<file path="src/rtl/checked_memory_with_segment_guard_top_defines.svh">
// assertion macros for the checked memory block
// used by the top level only; bodies are empty when SYNTHESIS is defined
`ifndef CHECKED_MEMORY_WITH_SEGMENT_GUARD_TOP_DEFINES_SVH
`define CHECKED_MEMORY_WITH_SEGMENT_GUARD_TOP_DEFINES_SVH
`ifndef SYNTHESIS
`define CMSG_ASSERT(name, clk, rst_n, prop, msg) \
  name: assert property (@(posedge clk) disable iff (!rst_n) prop) else $error(msg);
`define CMSG_ASSERT_NEXT(name, clk, rst_n, ante, cons, msg) \
  name: assert property (@(posedge clk) disable iff (!rst_n) (ante) |=> (cons)) else $error(msg);
`else
`define CMSG_ASSERT(name, clk, rst_n, prop, msg)
`define CMSG_ASSERT_NEXT(name, clk, rst_n, ante, cons, msg)
`endif
`endif

</file>
<file path="src/rtl/cmsg_pkg.sv">
// shared types, sizes and codes for the checked memory with segment guard
// used by the controller, the datapath and the top level
package cmsg_pkg;

  localparam int MEM_BYTES = 65536;
  localparam int SEGMENTS  = 8;
  localparam int OFF_W     = $clog2(MEM_BYTES);
  localparam int ROW_W     = OFF_W - 2;
  localparam int ROWS      = MEM_BYTES / 4;
  localparam int SEG_IDX_W = (SEGMENTS > 1) ? $clog2(SEGMENTS) : 1;
  localparam int CFG_IDX_W = 1;

  // request function codes
  localparam logic [2:0] FN_LOAD    = 3'd0;
  localparam logic [2:0] FN_STORE   = 3'd1;
  localparam logic [2:0] FN_FETCH   = 3'd2;
  localparam logic [2:0] FN_SEG_SET = 3'd3;
  localparam logic [2:0] FN_PRELOAD = 3'd4;

  localparam logic [1:0] FAULT_NONE       = 2'd0;
  localparam logic [1:0] FAULT_MISALIGNED = 2'd1;
  localparam logic [1:0] FAULT_ACCESS     = 2'd2;

  localparam logic [2:0] RIGHT_READ  = 3'b100;
  localparam logic [2:0] RIGHT_WRITE = 3'b010;
  localparam logic [2:0] RIGHT_EXEC  = 3'b001;

  localparam logic [CFG_IDX_W-1:0] REG_RAM_BASE = 1'b0;
  localparam logic [CFG_IDX_W-1:0] REG_RAM_SIZE = 1'b1;

  typedef struct packed {
    logic [2:0]  func;
    logic [31:0] address;
    logic [2:0]  width;
    logic [31:0] write_data;
    logic [2:0]  seg_slot;
    logic [31:0] seg_size;
    logic [2:0]  seg_perm;
  } in_req_t;

  typedef struct packed {
    logic [31:0] read_data;
    logic [1:0]  fault;
  } out_rsp_t;

  typedef enum logic [1:0] {
    ST_CLEAR,
    ST_IDLE,
    ST_EXEC,
    ST_RESP
  } state_t;

  typedef struct packed {
    logic clear;
    logic load_item;
    logic exec;
    logic load_out;
  } ctl_cmd_t;

  typedef struct packed {
    logic clr_last;
  } dp_status_t;

endpackage

</file>
<file path="src/rtl/cmsg_ctrl.sv">
// controller: clearing pass after reset, request sequencing, output valid
// depends on cmsg_pkg
module cmsg_ctrl (
  input  logic                clk,
  input  logic                rst_n,
  input  logic                in_valid,
  input  logic                out_stall,
  input  cmsg_pkg::dp_status_t status,
  output cmsg_pkg::ctl_cmd_t   cmd,
  output logic                in_stall,
  output logic                out_valid
);
  import cmsg_pkg::*;

  state_t state_r, state_nxt;
  logic   out_valid_r, out_valid_nxt;
  logic   stall_int;

  always_ff @(posedge clk) begin
    if (!rst_n) begin
      state_r     <= ST_CLEAR;
      out_valid_r <= 1'b0;
    end else begin
      state_r     <= state_nxt;
      out_valid_r <= out_valid_nxt;
    end
  end

  always_comb begin
    state_nxt = state_r;
    cmd       = '0;
    stall_int = 1'b1;
    unique case (state_r)
      ST_CLEAR: begin
        cmd.clear = 1'b1;
        if (status.clr_last) state_nxt = ST_IDLE;
      end
      ST_IDLE: begin
        stall_int = 1'b0;
        if (in_valid) begin
          cmd.load_item = 1'b1;
          state_nxt     = ST_EXEC;
        end
      end
      ST_EXEC: begin
        cmd.exec  = 1'b1;
        state_nxt = ST_RESP;
      end
      ST_RESP: begin
        // result moves on once the output register is free or being drained
        if (!out_valid_r || !out_stall) begin
          cmd.load_out = 1'b1;
          stall_int    = 1'b0;
          if (in_valid) begin
            cmd.load_item = 1'b1;
            state_nxt     = ST_EXEC;
          end else begin
            state_nxt = ST_IDLE;
          end
        end
      end
      default: state_nxt = ST_CLEAR;
    endcase
    out_valid_nxt = cmd.load_out | (out_valid_r & out_stall);
  end

  assign in_stall  = stall_int | ~rst_n;
  assign out_valid = out_valid_r;

endmodule

</file>
<file path="config.mk">
export PLATFORM = sky130hd
export DESIGN_NAME = cmsg_ctrl
export DESIGN_NICKNAME = d
export VERILOG_FILES = /design/src/rtl/checked_memory_with_segment_guard_top_defines.svh /design/src/rtl/cmsg_pkg.sv /design/src/rtl/cmsg_ctrl.sv
export SDC_FILE = /design/constraint.sdc
export NUM_CORES = 1
export LEC_CHECK = 0
export ABC_AREA = 0
export BUFFER_PORTS_ARGS = -buffer_cell sky130_fd_sc_hd__buf_2
export CORE_AREA = 2 2 39 41
export DETAILED_ROUTE_END_ITERATION = 12
export DIE_AREA = 0 0 41 43
export GPL_TIMING_DRIVEN = 0
export PLACE_DENSITY_LB_ADDON = 0.1
export SETUP_SLACK_MARGIN = 0.15
export SYNTH_ARGS = -nofsm -noshare
export SYNTH_HDL_FRONTEND = slang
export SYNTH_SLANG_ARGS = --single-unit
</file>
<file path="constraint.sdc">
create_clock -name clk -period 1.2 [get_ports clk]
set_clock_uncertainty 0.05 [all_clocks]
set_input_delay 0.18 -clock clk [delete_from_list [all_inputs] [get_ports clk]]
set_output_delay 0.18 -clock clk [all_outputs]
set_load 0.05 [all_outputs]
</file>
-- After elaboration in Yosys (flattened, before gate mapping)
Index checks and enable logic that the tools add are counted.
Widths: inputs -> output; s select.
- bits in registers: 3
- bits in latches: 0
- memory bits (writable): 0
- bits in read-only memories: 0
- output and inout port bits: 6
- word-level logic and storage cells: 31
- memories: 0
- $add $sub $neg: 0
- multipliers: 0
- div/mod/pow operators: 0
- magnitude comparators: 0
- equal/unequal tests: 6
- shifts and indexed selects: 0
- multiplexer cells: 14
- bitwise operators: 4
- reductions and logical operators: 5
- operators by type and width (kind ; number):
    $mux 2 ; 4
    $pmux 2 s4 ; 1
    $mux 1 ; 7
    $ne 2x2->1 const B ; 3
    $eq 2x2->1 const B ; 2
    $pmux 1 s2 ; 2
    $reduce_and 3->1 ; 1
    $eq 2x1->1 const B ; 1
    $logic_not 1->1 ; 2
    $logic_not 2->1 ; 1
    $or 1x1->1 ; 2
    $and 1x1->1 ; 1
    $logic_or 1x1->1 ; 1
    $not 1->1 ; 1

-- Longest topological paths before layout
- word-level depth: 5
- gate-level depth with buffers: 3
- mapped depth without buffers: 2

-- Least setup slack after synthesis
Ideal clock, no wire load.
- path kind: reg-to-output
- start point: reg out_valid_r, in the netlist out_valid
- end point: out cmd[0] (netlist name)
- arrival time: 1.353 ns
- data required time: 0.970 ns
- path slack: -0.383 ns
- stages on the path, launching flop included: 2
- path buffers: 0
- cell sequence: dfxtp_1 a21oi_1
- RTL lines (what ; line ; source):
    start: declaration ; cmsg_ctrl.sv:16 ; logic out_valid_r, out_valid_nxt;
    start signal: assignment ; cmsg_ctrl.sv:25 ; out_valid_r <= out_valid_nxt;
    end: declaration ; cmsg_ctrl.sv:9 ; output cmsg_pkg::ctl_cmd_t cmd,

==> run_results.csv <==
group,metric,value,unit
status,outcome,"complete, but fails checks",
status,violations,"setup timing",
synth,yosysWarnings,0,
clock_network,cts_buffer_depth,2,
cells_and_area,finalNonFillerCells,51,
timing,hold_viol,0,
clock_network,cts_tree,"built",
routing,first_pass_iters,4,
cells_and_area,syn_to_final_growth,155,%
timing,finalSetupViolCount,3,
placement,hpwl,353,um
critical_path,cp_max_fo,5,
synth,synth_common_cells,"3 x dfxtp_1, 2 x nand2_1",
timing,rsz0062_at_grt,"yes",
die,fp.dieW,41,um
routing,wl_per_cell,9.69,um
die,start_util,0.111,
routing,via_per_inst,3.86,
timing,slew_headroom,0.866,
cells_and_area,seqCellArea,68.8,um^2
grt,antenna_found_initial,0,
grt,grt_pass1_wl,862,um
critical_path,crit_required,0.97,ns
critical_path,crit_path_end_kind,"primary output",
timing,min_period_over_period,1.04,
cells_and_area,fin_nets,41,
die,die-area,1760,um^2
synth,synth_top_area_frac,0.390,
cells_and_area,multi_input_comb_area,129,um^2
critical_path,cp.arrival,1.01,ns
synth,yosysMostFrequentCell,"dfxtp_1",
routing,routed_wl,494,um
grt,grt_max_degree,9,
synth,syn_nets,22,
placement,dp_cells,43,
die,fp.coreArea,1380,um^2
timing,setup_slack,-0.0446,ns
timing,drv_slew,0,
routing,vias,197,
pwr,p_leak,0.000168,uW
clock_network,clk_pin_slew,0.04,ns
synth,synth_area_leaders,"dfxtp_1 39%, buf_6 7.3%, mux2i_1 6.5%",
placement,gp_congestion,0.620,
routing,drt_iter0_markers,2,
cells_and_area,layout-drive-gt1-share,0.800,
job,maxCapViolCount,0,
critical_path,cp-start-kind,"flip-flop",
timing,whs,0.123,ns
die,die_h,43,um
synth,post-synth-top-area-cell,"dfxtp_1",
synth,ys_ff_latch,3,
clock_network,cts.sinks,3,
cells_and_area,fillers,153,
routing,drc_errors,0,
synth,avgSynthCellArea,9.05,um^2
die,fp-row-count,14,
timing,fmax,803,MHz
pwr,max-vdd-ir-drop,0.000343,V
cells_and_area,antenna_cells,0,
placement,numPortBuffers,10,
timing,worst_slew_pin_slew,0.199,ns
synth,synth_cells,17,
routing,postRouteAntennaNets,0,
critical_path,path_class,"reg2out",
grt,grt-ovfl-total,0,
synth,syn-cell-area,154,um^2
synth,seq_area_frac_synth,0.390,
clock_network,clk_root_buffer_cell,"clkbuf_4",
synth,synth_ff_type,"dfxtp_1",
clock_network,cts_htree_levels,1,
synth,synth.distinct_cells,14,
grt,first_global_vias,188,
clock_network,numCtsBuffers,3,
clock_network,insertion_delay,0.23,ns
timing,post-route-min-period,1.24,ns
clock_network,cts_hold_buf,0,
synth,ys_async_sr_fraction,0,
synth,synth_edf_count,0,
hold_path,hold_class,"in2reg",
die,pin_count,11,
pwr,powerDensity,1110,nW/um^2
grt,grt_usage,0.0752,
[report_power, final]
| group | internal [uW] | switching, uW | leakage, uW |
|---|---|---|---|
| logic | 67.6 | 79.9 | 0.000126 |
| clock network | 124 | 49.9 | 0.0000150 |
| registers | 105 | 8.43 | 0.0000264 |
| total | 297 | 138 | 0.000168 |
[cell families after synthesis]
kind of cell,count (synthesis),share of synthesized area
simple gates,7,0.252
compound gates,5,0.220
flops,3,0.390
mux,1,0.0650
buf+inv,1,0.0732
[through the flow]
| step | util | power, uW | setup slack, ns | TNS (ns) | instance area, um^2 |
|---|---|---|---|---|---|
| global placement | 0.187 | 218 | -0.0171 | -0.0171 | 259 |
| finish | 0.284 | 435 | -0.0446 | -0.0833 | 393 |
| floorplan | - | 193 | 0.117 | 0 | 189 |
| CTS | 0.264 | 429 | -0.0707 | -0.140 | 365 |
| global route | 0.284 | 460 | -0.0836 | -0.220 | 393 |
| detailed placement | 0.187 | 219 | -0.0365 | -0.0365 | 259 |
[layer usage]
| metal | part of all wire | wire length (um) | GRT usage | vias up |
|---|---|---|---|---|
| li1 | - | - | - | 98 |
| met1 | 0.46 | 229 | 0.109 | 89 |
| met2 | 0.46 | 227 | 0.0813 | 10 |
| met3 | 0.075 | 37 | 0.0157 | 0 |
| met4 | 0 | 0 | 0.0800 | 0 |
| met5 | 0 | 0 | 0 | - |
[registers in the layout, indices dropped and copies added, names as in the netlist]
register and flops:
out_valid 1, state_r 2
[critical path: stages, from the launching register on]
cell and delay, ns:
dfxtp_4 0.38, nand3_4 0.09, and3_4 0.17, buf_8 0.14
[area by class of cell]
class,count,area share
tap,16,0.0510
multi-input combinational,13,0.328
sequential,3,0.175
clock buffer,4,0.0669
buffer,1,0.0382
timing repair buffer,14,0.341
[final timing paths]
path | from | endpoint | slack (ns) | cells past startpoint
hold / removal | in_valid | state_r[0] | 0.12 | 2
hold reg to reg | state_r[1] | state_r[1] | 0.49 | 2
setup reg to reg | state_r[0] | state_r[1] | 0.24 | 4
setup / recovery | state_r[1] | cmd[2] | -0.04 | 3
[placed cells by master, fill, tap and decap left out]
master / instances
buf_2: 4
dfxtp_2: 1
nand3_2: 1
buf_4: 4
a31oi_1: 1
a21boi_1: 1
buf_8: 3
buf_6: 3
a21oi_4: 1
clkbuf_1: 1
nand2_1: 1
nand3_4: 1
mux2i_1: 1
clkbuf_4: 3
nand2_4: 1
o31ai_1: 1
dfxtp_4: 2
nor2_2: 1
and3_4: 1
nor2b_4: 1
buf_12: 1
a21boi_0: 1
[repair_timing]
action                                  CTS  global route
pin swaps                                 1             1
endpoints found under the setup margin    6             6
resized for setup                        17             3
cloned                                    0             0
buffers inserted                          2             2
No activity file was read; power rests on OpenSTA's default activity.
